===== config.mk =====
export PLATFORM = sky130hd
export DESIGN_NAME = char_lcd_4bit_expander_sequencer_top
export DESIGN_NICKNAME = d
export VERILOG_FILES = /design/src/lcdx_pkg.sv /design/src/lcdx_front.sv /design/src/lcdx_queue.sv /design/src/lcdx_back.sv /design/src/char_lcd_4bit_expander_sequencer_top.sv
export SDC_FILE = /design/constraint.sdc
export NUM_CORES = 1
export LEC_CHECK = 0
export BUFFER_PORTS_ARGS = -buffer_cell sky130_fd_sc_hd__buf_2
export CORE_MARGIN = 2
export CORE_UTILIZATION = 60
export CTS_BUF_LIST = sky130_fd_sc_hd__clkbuf_2 sky130_fd_sc_hd__clkbuf_4 sky130_fd_sc_hd__clkbuf_8
export DETAILED_ROUTE_END_ITERATION = 10
export GPL_TIMING_DRIVEN = 0
export PLACE_DENSITY = 0.8
export SETUP_SLACK_MARGIN = 0.15
export SLEW_MARGIN = 20
export SYNTH_ARGS = -nofsm -noshare
export SYNTH_HDL_FRONTEND = slang
export SYNTH_SLANG_ARGS = --single-unit

===== constraint.sdc =====
create_clock -name aclk -period 3.7 [get_ports aclk]
set_input_delay 1.11 -clock aclk [delete_from_list [all_inputs] [get_ports aclk]]
set_output_delay 1.11 -clock aclk [all_outputs]
set_load 0.01 [all_outputs]

===== src/lcdx_pkg.sv =====
// Shared types and constants for the character-LCD port-expander sequencer.
package lcdx_pkg;

    typedef enum logic [1:0] {
        REQ_CMD  = 2'd0,
        REQ_DATA = 2'd1,
        REQ_GOTO = 2'd2,
        REQ_INIT = 2'd3
    } req_type_t;

    typedef enum logic {
        FR_IDLE,
        FR_INIT
    } front_state_t;

    typedef enum logic {
        BK_IDLE,
        BK_RUN
    } back_state_t;

    // One byte to put on the bus in two nibbles.
    typedef struct packed {
        logic [7:0] value;
        logic       is_data;
        logic       last;
    } byte_job_t;

    localparam int unsigned INIT_COUNT = 7;
    localparam int unsigned INIT_IDX_W = $clog2(INIT_COUNT);
    localparam logic [INIT_IDX_W-1:0] INIT_LAST = INIT_IDX_W'(INIT_COUNT - 1);

    localparam logic [7:0] INIT_CMDS [INIT_COUNT] = '{
        8'h33, 8'h32, 8'h28, 8'h0E, 8'h01, 8'h06, 8'h80
    };

    localparam logic [7:0] ROW_BASE [4] = '{8'h80, 8'hC0, 8'h94, 8'hD4};

    // Byte-job queue between front and back.
    localparam int unsigned QUEUE_DEPTH = 4;
    localparam int unsigned QUEUE_PTR_W = $clog2(QUEUE_DEPTH);
    localparam int unsigned QUEUE_CNT_W = $clog2(QUEUE_DEPTH + 1);

    // Write step within a byte: bit 2 picks the nibble, bits 1..0 the phase.
    localparam logic [2:0] STEP_LAST  = 3'd7;
    localparam logic [1:0] PH_NIBBLE  = 2'd0;
    localparam logic [1:0] PH_RSRW    = 2'd1;
    localparam logic [1:0] PH_EN_HI   = 2'd2;
    localparam logic [1:0] PH_EN_LO   = 2'd3;

endpackage


===== src/lcdx_front.sv =====
// Request front end: classifies requests and expands them into byte jobs.
module lcdx_front import lcdx_pkg::*; (
    input  logic       aclk,
    input  logic       aresetn,
    input  logic       s_valid,
    output logic       s_ready,
    input  logic [1:0] s_req_type,
    input  logic [7:0] s_byte_value,
    input  logic [4:0] s_column,
    input  logic [2:0] s_row,
    output logic       push_valid,
    output byte_job_t  push_job,
    input  logic       push_ready
);

    front_state_t          state_reg, state_next;
    logic [INIT_IDX_W-1:0] init_idx_reg, init_idx_next;
    req_type_t             req;
    logic [1:0]            row_idx;
    logic [7:0]            goto_addr;

    assign req       = req_type_t'(s_req_type);
    assign row_idx   = s_row[1:0] + 2'd3;
    assign goto_addr = ROW_BASE[row_idx] + {3'b000, s_column} - 8'd1;

    always_ff @(posedge aclk) begin
        if (!aresetn) begin
            state_reg    <= FR_IDLE;
            init_idx_reg <= '0;
        end else begin
            state_reg    <= state_next;
            init_idx_reg <= init_idx_next;
        end
    end

    always_comb begin
        state_next    = state_reg;
        init_idx_next = init_idx_reg;
        case (state_reg)
            FR_IDLE: begin
                if (s_valid && s_ready && req == REQ_INIT) begin
                    state_next    = FR_INIT;
                    init_idx_next = '0;
                end
            end
            FR_INIT: begin
                if (push_ready) begin
                    if (init_idx_reg == INIT_LAST) begin
                        state_next = FR_IDLE;
                    end else begin
                        init_idx_next = init_idx_reg + 1'b1;
                    end
                end
            end
            default: begin
                state_next = FR_IDLE;
            end
        endcase
    end

    always_comb begin
        s_ready    = 1'b0;
        push_valid = 1'b0;
        push_job   = '0;
        case (state_reg)
            FR_IDLE: begin
                s_ready       = push_ready;
                push_valid    = s_valid && (req != REQ_INIT);
                push_job.last = 1'b1;
                case (req)
                    REQ_CMD: begin
                        push_job.value = s_byte_value;
                    end
                    REQ_DATA: begin
                        push_job.value   = s_byte_value;
                        push_job.is_data = 1'b1;
                    end
                    REQ_GOTO: begin
                        push_job.value = goto_addr;
                    end
                    default: begin
                        push_job.value = '0;
                    end
                endcase
            end
            FR_INIT: begin
                push_valid     = 1'b1;
                push_job.value = INIT_CMDS[init_idx_reg];
                push_job.last  = (init_idx_reg == INIT_LAST);
            end
            default: begin
                s_ready = 1'b0;
            end
        endcase
    end

endmodule


===== src/lcdx_queue.sv =====
// Small register queue of byte jobs between front end and write sequencer.
module lcdx_queue import lcdx_pkg::*; (
    input  logic      aclk,
    input  logic      aresetn,
    input  logic      push_valid,
    input  byte_job_t push_job,
    output logic      push_ready,
    output logic      pop_valid,
    output byte_job_t pop_job,
    input  logic      pop_ready
);

    byte_job_t              mem_reg [QUEUE_DEPTH];
    logic [QUEUE_PTR_W-1:0] wr_ptr_reg, rd_ptr_reg;
    logic [QUEUE_CNT_W-1:0] count_reg;
    logic                   do_push, do_pop;

    assign push_ready = (count_reg != QUEUE_CNT_W'(QUEUE_DEPTH));
    assign pop_valid  = (count_reg != '0);
    assign pop_job    = mem_reg[rd_ptr_reg];
    assign do_push    = push_valid && push_ready;
    assign do_pop     = pop_valid && pop_ready;

    always_ff @(posedge aclk) begin
        if (do_push) begin
            mem_reg[wr_ptr_reg] <= push_job;
        end
    end

    always_ff @(posedge aclk) begin
        if (!aresetn) begin
            wr_ptr_reg <= '0;
            rd_ptr_reg <= '0;
            count_reg  <= '0;
        end else begin
            if (do_push) begin
                wr_ptr_reg <= wr_ptr_reg + 1'b1;
            end
            if (do_pop) begin
                rd_ptr_reg <= rd_ptr_reg + 1'b1;
            end
            if (do_push && !do_pop) begin
                count_reg <= count_reg + 1'b1;
            end else if (do_pop && !do_push) begin
                count_reg <= count_reg - 1'b1;
            end
        end
    end

endmodule


===== src/lcdx_back.sv =====
// Write sequencer: turns byte jobs into eight port writes each, keeps the port shadow.
module lcdx_back import lcdx_pkg::*; #(
    parameter int unsigned RS_BIT = 0,
    parameter int unsigned RW_BIT = 1,
    parameter int unsigned EN_BIT = 2
) (
    input  logic       aclk,
    input  logic       aresetn,
    input  logic       pop_valid,
    input  byte_job_t  pop_job,
    output logic       pop_ready,
    output logic       m_valid,
    input  logic       m_ready,
    output logic [7:0] m_port_byte,
    output logic       m_last_write
);

    localparam logic [7:0] RS_MASK = 8'(1 << RS_BIT);
    localparam logic [7:0] RW_MASK = 8'(1 << RW_BIT);
    localparam logic [7:0] EN_MASK = 8'(1 << EN_BIT);

    back_state_t state_reg, state_next;
    byte_job_t   job_reg;
    logic [2:0]  step_reg;
    logic [7:0]  shadow_reg, shadow_next;
    logic        m_valid_reg;
    logic [7:0]  port_byte_reg;
    logic        last_reg;
    logic        advance;
    logic        load;
    logic [3:0]  nibble;

    assign advance = (state_reg == BK_RUN) && (!m_valid_reg || m_ready);
    assign load    = pop_valid && pop_ready;
    assign nibble  = step_reg[2] ? job_reg.value[3:0] : job_reg.value[7:4];

    assign m_valid      = m_valid_reg;
    assign m_port_byte  = port_byte_reg;
    assign m_last_write = last_reg;

    always_comb begin
        state_next = state_reg;
        case (state_reg)
            BK_IDLE: begin
                if (pop_valid) begin
                    state_next = BK_RUN;
                end
            end
            BK_RUN: begin
                if (advance && step_reg == STEP_LAST && !pop_valid) begin
                    state_next = BK_IDLE;
                end
            end
            default: begin
                state_next = BK_IDLE;
            end
        endcase
    end

    always_comb begin
        pop_ready   = 1'b0;
        shadow_next = shadow_reg;
        case (state_reg)
            BK_IDLE: begin
                pop_ready = 1'b1;
            end
            BK_RUN: begin
                pop_ready = advance && (step_reg == STEP_LAST);
            end
            default: begin
                pop_ready = 1'b0;
            end
        endcase
        case (step_reg[1:0])
            PH_NIBBLE: begin
                shadow_next = {nibble, shadow_reg[3:0]};
            end
            PH_RSRW: begin
                if (job_reg.is_data) begin
                    shadow_next = (shadow_reg | RS_MASK) & ~RW_MASK;
                end else begin
                    shadow_next = shadow_reg & ~(RS_MASK | RW_MASK);
                end
            end
            PH_EN_HI: begin
                shadow_next = shadow_reg | EN_MASK;
            end
            PH_EN_LO: begin
                shadow_next = shadow_reg & ~EN_MASK;
            end
            default: begin
                shadow_next = shadow_reg;
            end
        endcase
    end

    always_ff @(posedge aclk) begin
        if (!aresetn) begin
            state_reg   <= BK_IDLE;
            step_reg    <= '0;
            shadow_reg  <= '0;
            m_valid_reg <= 1'b0;
        end else begin
            state_reg <= state_next;
            if (load) begin
                step_reg <= '0;
            end else if (advance) begin
                step_reg <= step_reg + 1'b1;
            end
            if (advance) begin
                shadow_reg  <= shadow_next;
                m_valid_reg <= 1'b1;
            end else if (m_ready) begin
                m_valid_reg <= 1'b0;
            end
        end
    end

    always_ff @(posedge aclk) begin
        if (load) begin
            job_reg <= pop_job;
        end
        if (advance) begin
            port_byte_reg <= shadow_next;
            last_reg      <= job_reg.last && (step_reg == STEP_LAST);
        end
    end

endmodule


===== src/char_lcd_4bit_expander_sequencer_top.sv =====
// Top level of the character-LCD 4-bit port-expander write sequencer.
//
// Each accepted request transaction becomes a series of 8-bit port-expander
// writes on the m_ channel, one write per result transaction, with
// m_last_write high on the final write of the request. Command, data and
// go-to requests produce 8 writes; an init request produces 56 (seven fixed
// commands). The write sequencer emits one write per clock while m_ready is
// high and byte jobs are waiting in the queue; that single
// sequencer is what sets the rate. The front end expands each request into
// byte jobs held in a four-entry queue, so it takes the next request as soon
// as it is idle and the queue has room, while earlier bytes still drain.
// An init request holds off further requests until all seven of its jobs
// have entered the queue. The queue and the sequencer take only five at
// once, and the last two go in only as the sequencer frees room, so even
// with m_ready always high this hold lasts until it takes the third job.
// The port shadow resets to zero and persists between requests. RS_BIT,
// RW_BIT and EN_BIT place the control lines on port bits 3..0.
module char_lcd_4bit_expander_sequencer_top import lcdx_pkg::*; #(
    parameter int unsigned RS_BIT = 0,
    parameter int unsigned RW_BIT = 1,
    parameter int unsigned EN_BIT = 2
) (
    input  logic       aclk,
    input  logic       aresetn,
    input  logic       s_valid,
    output logic       s_ready,
    input  logic [1:0] s_req_type,
    input  logic [7:0] s_byte_value,
    input  logic [4:0] s_column,
    input  logic [2:0] s_row,
    output logic       m_valid,
    input  logic       m_ready,
    output logic [7:0] m_port_byte,
    output logic       m_last_write
);

    // Front end to queue.
    logic      push_valid;
    logic      push_ready;
    byte_job_t push_job;

    // Queue to write sequencer.
    logic      pop_valid;
    logic      pop_ready;
    byte_job_t pop_job;

    // Classify requests, compute go-to addresses, expand init.
    lcdx_front u_front (
        .aclk         (aclk),
        .aresetn      (aresetn),
        .s_valid      (s_valid),
        .s_ready      (s_ready),
        .s_req_type   (s_req_type),
        .s_byte_value (s_byte_value),
        .s_column     (s_column),
        .s_row        (s_row),
        .push_valid   (push_valid),
        .push_job     (push_job),
        .push_ready   (push_ready)
    );

    // Hold byte jobs so front and back stall independently.
    lcdx_queue u_queue (
        .aclk       (aclk),
        .aresetn    (aresetn),
        .push_valid (push_valid),
        .push_job   (push_job),
        .push_ready (push_ready),
        .pop_valid  (pop_valid),
        .pop_job    (pop_job),
        .pop_ready  (pop_ready)
    );

    // Advance the port shadow through nibble, RS/RW, EN high, EN low.
    lcdx_back #(
        .RS_BIT (RS_BIT),
        .RW_BIT (RW_BIT),
        .EN_BIT (EN_BIT)
    ) u_back (
        .aclk         (aclk),
        .aresetn      (aresetn),
        .pop_valid    (pop_valid),
        .pop_job      (pop_job),
        .pop_ready    (pop_ready),
        .m_valid      (m_valid),
        .m_ready      (m_ready),
        .m_port_byte  (m_port_byte),
        .m_last_write (m_last_write)
    );

endmodule

==> results.sh, run 1 <==
export IMPL_grt_pass1_wl_um=10470
export IMPL_clkSinkCount=81
export IMPL_arrival_ps=3060
export IMPL_synth_distinct_cells=49
export IMPL_status="finished clean"
export IMPL_drt_pass1_iterations=4
export IMPL_layout_cells_non_filler=400
export IMPL_die_h_um=83.08
export IMPL_yosys_register_bits=81
export IMPL_yosys_area_top_type="edfxtp_1"
export IMPL_dp_cells=384
export IMPL_power_switching_w=0.0007692
export IMPL_fin_nets=365
export IMPL_worst_path_largest_cell_delay_ps=380
export IMPL_cp_end_kind="flip-flop"
export IMPL_gp_congestion=0.8685
export IMPL_finalSetupTns_ps=0
export IMPL_hold_class="flip-flop to flip-flop"
export IMPL_post_cts_buffers=0
export IMPL_largest_reg_flops=40
export IMPL_cp_max_fo=4
export IMPL_die_width_um=83.08
export IMPL_pre_cts_slack_ps=320.7
export IMPL_cts_made_buffers=9
export IMPL_syn_area_um2=3752
export IMPL_vdd_drop_max_mv=0.3349
export IMPL_power_density_nw_per_um2=625.4
export IMPL_initial_utilization=0.6264
export IMPL_synth_main_ff_cell="edfxtp_1"
export IMPL_grtUsageTotal=0.1929
export IMPL_power_w=0.002614
export IMPL_maxCapViolations=0
export IMPL_core_area_um2=5991
export IMPL_hold_depth=1
export IMPL_post_route_period_util=0.8058
export IMPL_cts_resized=0
export IMPL_cp_common_cell="ha_1"
export IMPL_finalMaxSlewViolations=0
export IMPL_rrSetupSlack_ps=1000
export IMPL_swShare=0.2942
export IMPL_p_seq_frac=0.496
export IMPL_wire_per_inst_um=15.50
export IMPL_clock_tree_root_cell="clkbuf_8"
export IMPL_synth_top_cell_area_share=0.4642
export IMPL_syn_inst=280
export IMPL_syn_area_per_cell_um2=13.40
export IMPL_io_pins=33
export IMPL_drt_iter0_drc=79
export IMPL_cts_hold_buf=0
export IMPL_clk_pin_slew_ps=70
export IMPL_antenna_found_initial=0
export IMPL_yosysWarnings=0
export IMPL_hold_viol_final=0
export IMPL_start_kind="primary input"
export IMPL_synthTopCellsByArea="edfxtp_1 (46%), dfxtp_1 (12%), ha_1 (7.0%), mux4_2 (4.8%), inv_1 (2.2%)"
export IMPL_p_comb_frac=0.272
export IMPL_maxSlewHeadroom=0.5938
export IMPL_rows=28
export IMPL_syn_nets=325
export IMPL_cts_tree="done"
export IMPL_drive_gt1_frac=0.2123
export IMPL_multiInputGateArea_um2=1418
export IMPL_ff2ff_path_depth=10
export IMPL_finalClockSkew_ps=13.40
export IMPL_vias_per_cell=5.763
export IMPL_layout_commonest_cell="edfxtp_1"
export IMPL_cp_cell_sequence="buf_2 -> inv_1 -> ha_1 -> xor2_1 -> ha_1 -> a211oi_1 -> o211ai_1 -> xnor2_1 -> o21ai_0"
export IMPL_setup_violations=0
export IMPL_drc=0
export IMPL_worst_setup_path_type="primary input to flip-flop"
export IMPL_yosysSeqAreaShare=0.5869
export IMPL_syn_to_final_growth_pct=11.40
export IMPL_power_frac_clock=0.232
export IMPL_power_leakage_nw=1.593
export IMPL_num_antenna_cells=0
export IMPL_power_internal_w=0.001845
export IMPL_cp_required_ps=3780
export IMPL_vias=2305
export IMPL_rsz0062_at_grt="false"
export IMPL_clk_latency_ps=340
export IMPL_portBuffers=29
export IMPL_max_clock_freq_mhz=335.4
export IMPL_post_route_worst_setup_slack_ps=718.7
export IMPL_grt_pass1_vias=2272
export IMPL_drtAntennaViolNets=0
export IMPL_wl_um=6201
export IMPL_clockBufferDepth=2
export IMPL_grt_start_max_net_pins=17
export IMPL_h_tree_depth=3
export IMPL_grt_overflow=0
export IMPL_fin_crit_ps=2981
export IMPL_cp_slowest_cell="o21ai_0"
export IMPL_fillers=419
export IMPL_dp_hpwl_um=4566
export IMPL_worst_pin_slew_ps=604.6
export IMPL_synth_edf_count=58
export IMPL_seqCellArea_um2=2202
export IMPL_dieArea_um2=6902
export IMPL_synthArstFlopShare=0
export IMPL_mostFrequentLayoutCells="edfxtp_1 (58), buf_2 (30), dfxtp_1 (23)"
## stage by stage
stage	util	instance area [um^2]	hold WS, ps
CTS	0.6978	4180	479.1
floorplan	-	3752	428.3
detailed placement	0.6662	3991	451.5
global route	0.6978	4180	494.0
finish	0.6978	4180	475.5
global placement	0.6662	3991	431.7
## routing by layer
metal | global-route usage | part of all wire | routed length [um]
met1 | 0.2309 | 0.44 | 2726
met2 | 0.3409 | 0.51 | 3148
met3 | 0.03380 | 0.034 | 211
met4 | 0.08495 | 0.019 | 115
met5 | 0 | 0 | 0
## Yosys cell counts, types with 3 or more instances
| cell type | instances |
|---|---|
| edfxtp_1 | 58 |
| ha_1 | 21 |
| o21ai_0 | 13 |
| a21oi_1 | 12 |
| mux2_2 | 4 |
| buf_4 | 3 |
| nand2_1 | 14 |
| dfxtp_1 | 23 |
| clkbuf_1 | 4 |
| nor2b_1 | 3 |
| mux2i_1 | 6 |
| inv_1 | 22 |
| xnor2_1 | 4 |
| and2_1 | 5 |
| xor2_1 | 6 |
| a32oi_1 | 7 |
| mux4_2 | 8 |
| a22o_1 | 4 |
| a21o_1 | 3 |
| nor3_1 | 4 |
| nand3_1 | 3 |
| nor2_1 | 18 |
## kinds of logic after synthesis
logic type,share of synthesized area
AOI/OAI and AO/OA,0.1087
xor gates and xnor gates,0.02334
adders and majority gates,0.08069
buffers and inverters,0.03534
DFF,0.5869
muxes,0.09003
other,0.0009994
and+or+nand+nor,0.07403
## final cells by class
type	instances	area share
inverters	24	0.02155
repair buffers	29	0.03472
flip-flops and latches	81	0.5268
well taps	75	0.02245
multi-input cells	167	0.3391
clock buffers	10	0.03143
clock inverters	6	0.01377
plain buffers	8	0.01018
## path summary, 6_finish.rpt
check,start,endpoint
min,u_back.shadow_reg[1]$_SDFFE_PN0P_,u_back.shadow_reg[1]$_SDFFE_PN0P_
max reg2reg,u_back.step_reg[1]$_SDFFE_PP0P_,u_queue.count_reg[2]$_SDFFE_PN0P_
min reg2reg,u_back.shadow_reg[1]$_SDFFE_PN0P_,u_back.shadow_reg[1]$_SDFFE_PN0P_
max,s_row[0],u_queue.mem_reg[0][8]$_DFFE_PP_
## power groups by stage
stage / logic [W] / registers (W) / clock network (W)
2_1_floorplan: 0.000526 / 0.00131 / 0
3_3_place_gp: 0.000680 / 0.00131 / 0
3_5_place_dp: 0.000711 / 0.00132 / 0
4_1_cts: 0.000717 / 0.00130 / 0.000623
5_1_grt: 0.000793 / 0.00132 / 0.000660
6_report: 0.000710 / 0.00130 / 0.000607
## worst max-delay path, delay by kind of cell
kind            cells  cell delay [ps]
compound gates      3              790
xor+xnor            2              400
fa+ha+maj           2              640
buf+inv             2              110
Note: power is estimated with default switching activity, not from simulation.
==> run 2, diff against run 1 <==
--- a/config.mk
+++ b/config.mk
@@ -5,13 +5,14 @@
 export SDC_FILE = /design/constraint.sdc
 export NUM_CORES = 1
 export LEC_CHECK = 0
+export ABC_AREA = 1
 export BUFFER_PORTS_ARGS = -buffer_cell sky130_fd_sc_hd__buf_2
 export CORE_MARGIN = 2
-export CORE_UTILIZATION = 60
+export CORE_UTILIZATION = 56
 export CTS_BUF_LIST = sky130_fd_sc_hd__clkbuf_2 sky130_fd_sc_hd__clkbuf_4 sky130_fd_sc_hd__clkbuf_8
 export DETAILED_ROUTE_END_ITERATION = 10
 export GPL_TIMING_DRIVEN = 0
-export PLACE_DENSITY = 0.8
+export PLACE_DENSITY = 0.79
 export SETUP_SLACK_MARGIN = 0.15
 export SLEW_MARGIN = 20
 export SYNTH_ARGS = -nofsm -noshare
==> constraint.sdc (replaced) <==
create_clock -name aclk -period 2.7 [get_ports aclk]
set_input_delay 0.81 -clock aclk [delete_from_list [all_inputs] [get_ports aclk]]
set_output_delay 0.81 -clock aclk [all_outputs]
set_load 0.01 [all_outputs]
==> results.sh, run 2 <==
export IMPL_status="finished clean"
export IMPL_finalMaxSlewViolations=0
export IMPL_worst_pin_slew_ps=989.1
export IMPL_clockBufferDepth=2
export IMPL_r2r_start="u_back.step_reg[1]$_SDFFE_PP0P_"
export IMPL_wire_per_inst_um=13.54
export IMPL_largest_reg_flops=40
export IMPL_finalClockSkew_ps=5.179
export IMPL_portBuffers=30
export IMPL_grt_pass1_vias=2647
export IMPL_fillers=535
export IMPL_grtUsageTotal=0.2028
export IMPL_dieArea_um2=7568
export IMPL_power_w=0.003773
export IMPL_start_kind="primary input"
export IMPL_arrival_ps=2490
export IMPL_clock_tree_root_cell="clkbuf_8"
export IMPL_yosysWarnings=0
export IMPL_hold_viol_final=0
export IMPL_clk_latency_ps=340
export IMPL_fin_nets=471
export IMPL_yosys_register_bits=81
export IMPL_pre_cts_slack_ps=-227.6
export IMPL_yosys_top_cells_count="edfxtp_1 (58), nor2_1 (50), inv_1 (49), nand2_1 (49), o21ai_0 (36)"
export IMPL_syn_area_um2=3857
export IMPL_syn_nets=430
export IMPL_fin_crit_ps=2416
export IMPL_num_antenna_cells=0
export IMPL_post_route_worst_setup_slack_ps=284.1
export IMPL_drive_gt1_frac=0.1717
export IMPL_antenna_found_initial=0
export IMPL_ff2ff_path_depth=12
export IMPL_layout_commonest_cell="edfxtp_1"
export IMPL_grt_overflow=0
export IMPL_syn_area_per_cell_um2=10.02
export IMPL_maxCapViolations=0
export IMPL_synth_edf_count=58
export IMPL_wl_um=6919
export IMPL_die_h_um=87.00
export IMPL_rsz0062_at_grt="false"
export IMPL_initial_utilization=0.5741
export IMPL_synth_most_common_cell="edfxtp_1"
export IMPL_clkSinkCount=81
export IMPL_maxSlewHeadroom=0.3382
export IMPL_clk_pin_slew_ps=70
export IMPL_hold_class="flip-flop to flip-flop"
export IMPL_yosys_area_top_type="edfxtp_1"
export IMPL_power_leakage_nw=1.796
export IMPL_dp_hpwl_um=5087
export IMPL_setup_violations=0
export IMPL_vdd_drop_max_mv=0.3467
export IMPL_drc=0
export IMPL_io_pins=33
export IMPL_cp_end_kind="flip-flop"
export IMPL_synth_distinct_cells=37
export IMPL_core_area_um2=6719
export IMPL_cts_tree="done"
export IMPL_grt_pass1_wl_um=11750
export IMPL_grt_start_max_net_pins=18
export IMPL_yosysSeqAreaShare=0.5709
export IMPL_synth_top_cell_area_share=0.4515
export IMPL_post_route_period_util=0.8948
export IMPL_startpoint="s_row[0]"
export IMPL_rrSetupSlack_ps=350
export IMPL_h_tree_depth=3
export IMPL_max_clock_freq_mhz=413.9
export IMPL_vias=2703
export IMPL_cts_made_buffers=9
export IMPL_rows=30
export IMPL_gp_congestion=0.8965
export IMPL_power_density_nw_per_um2=870.7
export IMPL_mostFrequentLayoutCells="edfxtp_1 (58), nor2_1 (50), inv_1 (49), nand2_1 (49), o21ai_0 (35)"
export IMPL_cp_required_ps=2770
export IMPL_vias_per_cell=5.290
export IMPL_synthTopCellsByArea="edfxtp_1 (45%), dfxtp_1 (12%), ha_1 (6.8%), nor2_1 (4.9%), inv_1 (4.8%)"
export IMPL_synthArstFlopShare=0
export IMPL_worst_setup_path_type="primary input to flip-flop"
export IMPL_cp_max_fo=4
export IMPL_die_width_um=87.00
export IMPL_syn_inst=385
export IMPL_drtAntennaViolNets=0
export IMPL_cts_hold_buf=0
export IMPL_critPathCapture="u_queue.mem_reg[2][9]$_DFFE_PP_"
export IMPL_r2r_end="u_queue.count_reg[2]$_SDFFE_PN0P_"
export IMPL_synth_main_ff_cell="edfxtp_1"
export IMPL_drt_iter0_drc=144
export IMPL_drt_pass1_iterations=5
export IMPL_syn_to_final_growth_pct=12.33
==> run 2: cell types whose count changed after synthesis, moves of 8 or more <==
| cell | change |
|---|---|
| inv_1 | +27 |
| nor2_1 | +32 |
| nand2_1 | +35 |
| o22ai_1 | +11 |
| mux4_2 | -8 |
| o21ai_0 | +23 |
| a21oi_1 | +10 |
==> run 2: what timing repair did <==
item,CTS,global route
setup buffers,0,0
resized for setup,1,1
hold endpoints to repair,0,0
setup endpoints to repair,4,4
==> run 2: final cells by class <==
cell class,instances,area (um^2),share of cell area
buffer,12,73.82,0.01704
inverter,55,209.0,0.04822
clock buffer,13,166.4,0.03841
sequential,81,2202,0.5082
timing repair buffer,30,150.1,0.03465
clock inverter,3,38.79,0.008952
multi-input combinational,237,1393,0.3214
tap,80,100.1,0.02310
==> run 2: logic make-up (layout without fill, tap and decap cells) <==
logic type | count (synthesis) | count (layout) | share of synthesized area
simple gates | 122 | 122 | 0.1405
compound gates | 86 | 86 | 0.1246
flops | 81 | 81 | 0.5709
buf+inv | 67 | 113 | 0.07330
fa+ha+maj | 23 | 23 | 0.07849
xor+xnor | 5 | 5 | 0.01135
other cells | 1 | 1 | 0.0009721
==> run 2: worst min path at each step <==
| stage | from | end | slack (ps) | cells after the start |
|---|---|---|---|---|
| final | u_back.shadow_reg[2]$_SDFFE_PN0P_ | u_back.shadow_reg[2]$_SDFFE_PN0P_ | 480 | 2 |
| after global placement | u_back.shadow_reg[2]$_SDFFE_PN0P_ | u_back.shadow_reg[2]$_SDFFE_PN0P_ | 450 | 2 |
| after floorplan | u_back.shadow_reg[2]$_SDFFE_PN0P_ | u_back.shadow_reg[2]$_SDFFE_PN0P_ | 440 | 2 |
| after detailed placement | u_back.shadow_reg[2]$_SDFFE_PN0P_ | u_back.shadow_reg[2]$_SDFFE_PN0P_ | 470 | 2 |
| after CTS | u_back.shadow_reg[2]$_SDFFE_PN0P_ | u_back.shadow_reg[2]$_SDFFE_PN0P_ | 480 | 2 |
| after global routing | u_back.shadow_reg[2]$_SDFFE_PN0P_ | u_back.shadow_reg[2]$_SDFFE_PN0P_ | 520 | 2 |
==> run 2: critical path, cell delays in order <==
cell and delay [ps]:
buf_2 100, inv_1 100, ha_4 240, xor2_2 190
fa_1 430, nand3_1 90, nand2_1 80, nor2_1 90
nand2_1 70, nand2_1 60, nand2_1 50, nand2_1 60
nand2_1 110
==> run 2: where the power goes <==
| group | leakage, nW | switching (W) | total (W) | internal, W |
|---|---|---|---|---|
| Sequential | 0.729 | 0.000105 | 0.00179 | 0.00168 |
| Clock | 0.108 | 0.000395 | 0.000889 | 0.000494 |
| Combinational | 0.959 | 0.000724 | 0.00110 | 0.000375 |
| Total | 1.80 | 0.00122 | 0.00377 | 0.00255 |
==> run 2: routing by layer <==
layer,track usage,vias to the layer above,part of all wire
met5,0,-,0
met4,0.07244,0,0.010
met1,0.2412,1257,0.43
met3,0.04929,8,0.048
li1,-,1369,-
met2,0.3567,69,0.52
==> run 2: stage by stage <==
step | instance area, um^2 | std cells | util | TNS [ps] | hold slack, ps
after global routing | 4333 | 511 | 0.6449 | 0 | 518.4
after CTS | 4325 | 511 | 0.6438 | 0 | 478.7
after floorplan | 3870 | 385 | - | 0 | 444.0
after global placement | 4120 | 495 | 0.6132 | -488.8 | 454.5
after detailed placement | 4120 | 495 | 0.6132 | -1454 | 467.9
final | 4333 | 511 | 0.6449 | 0 | 478.1
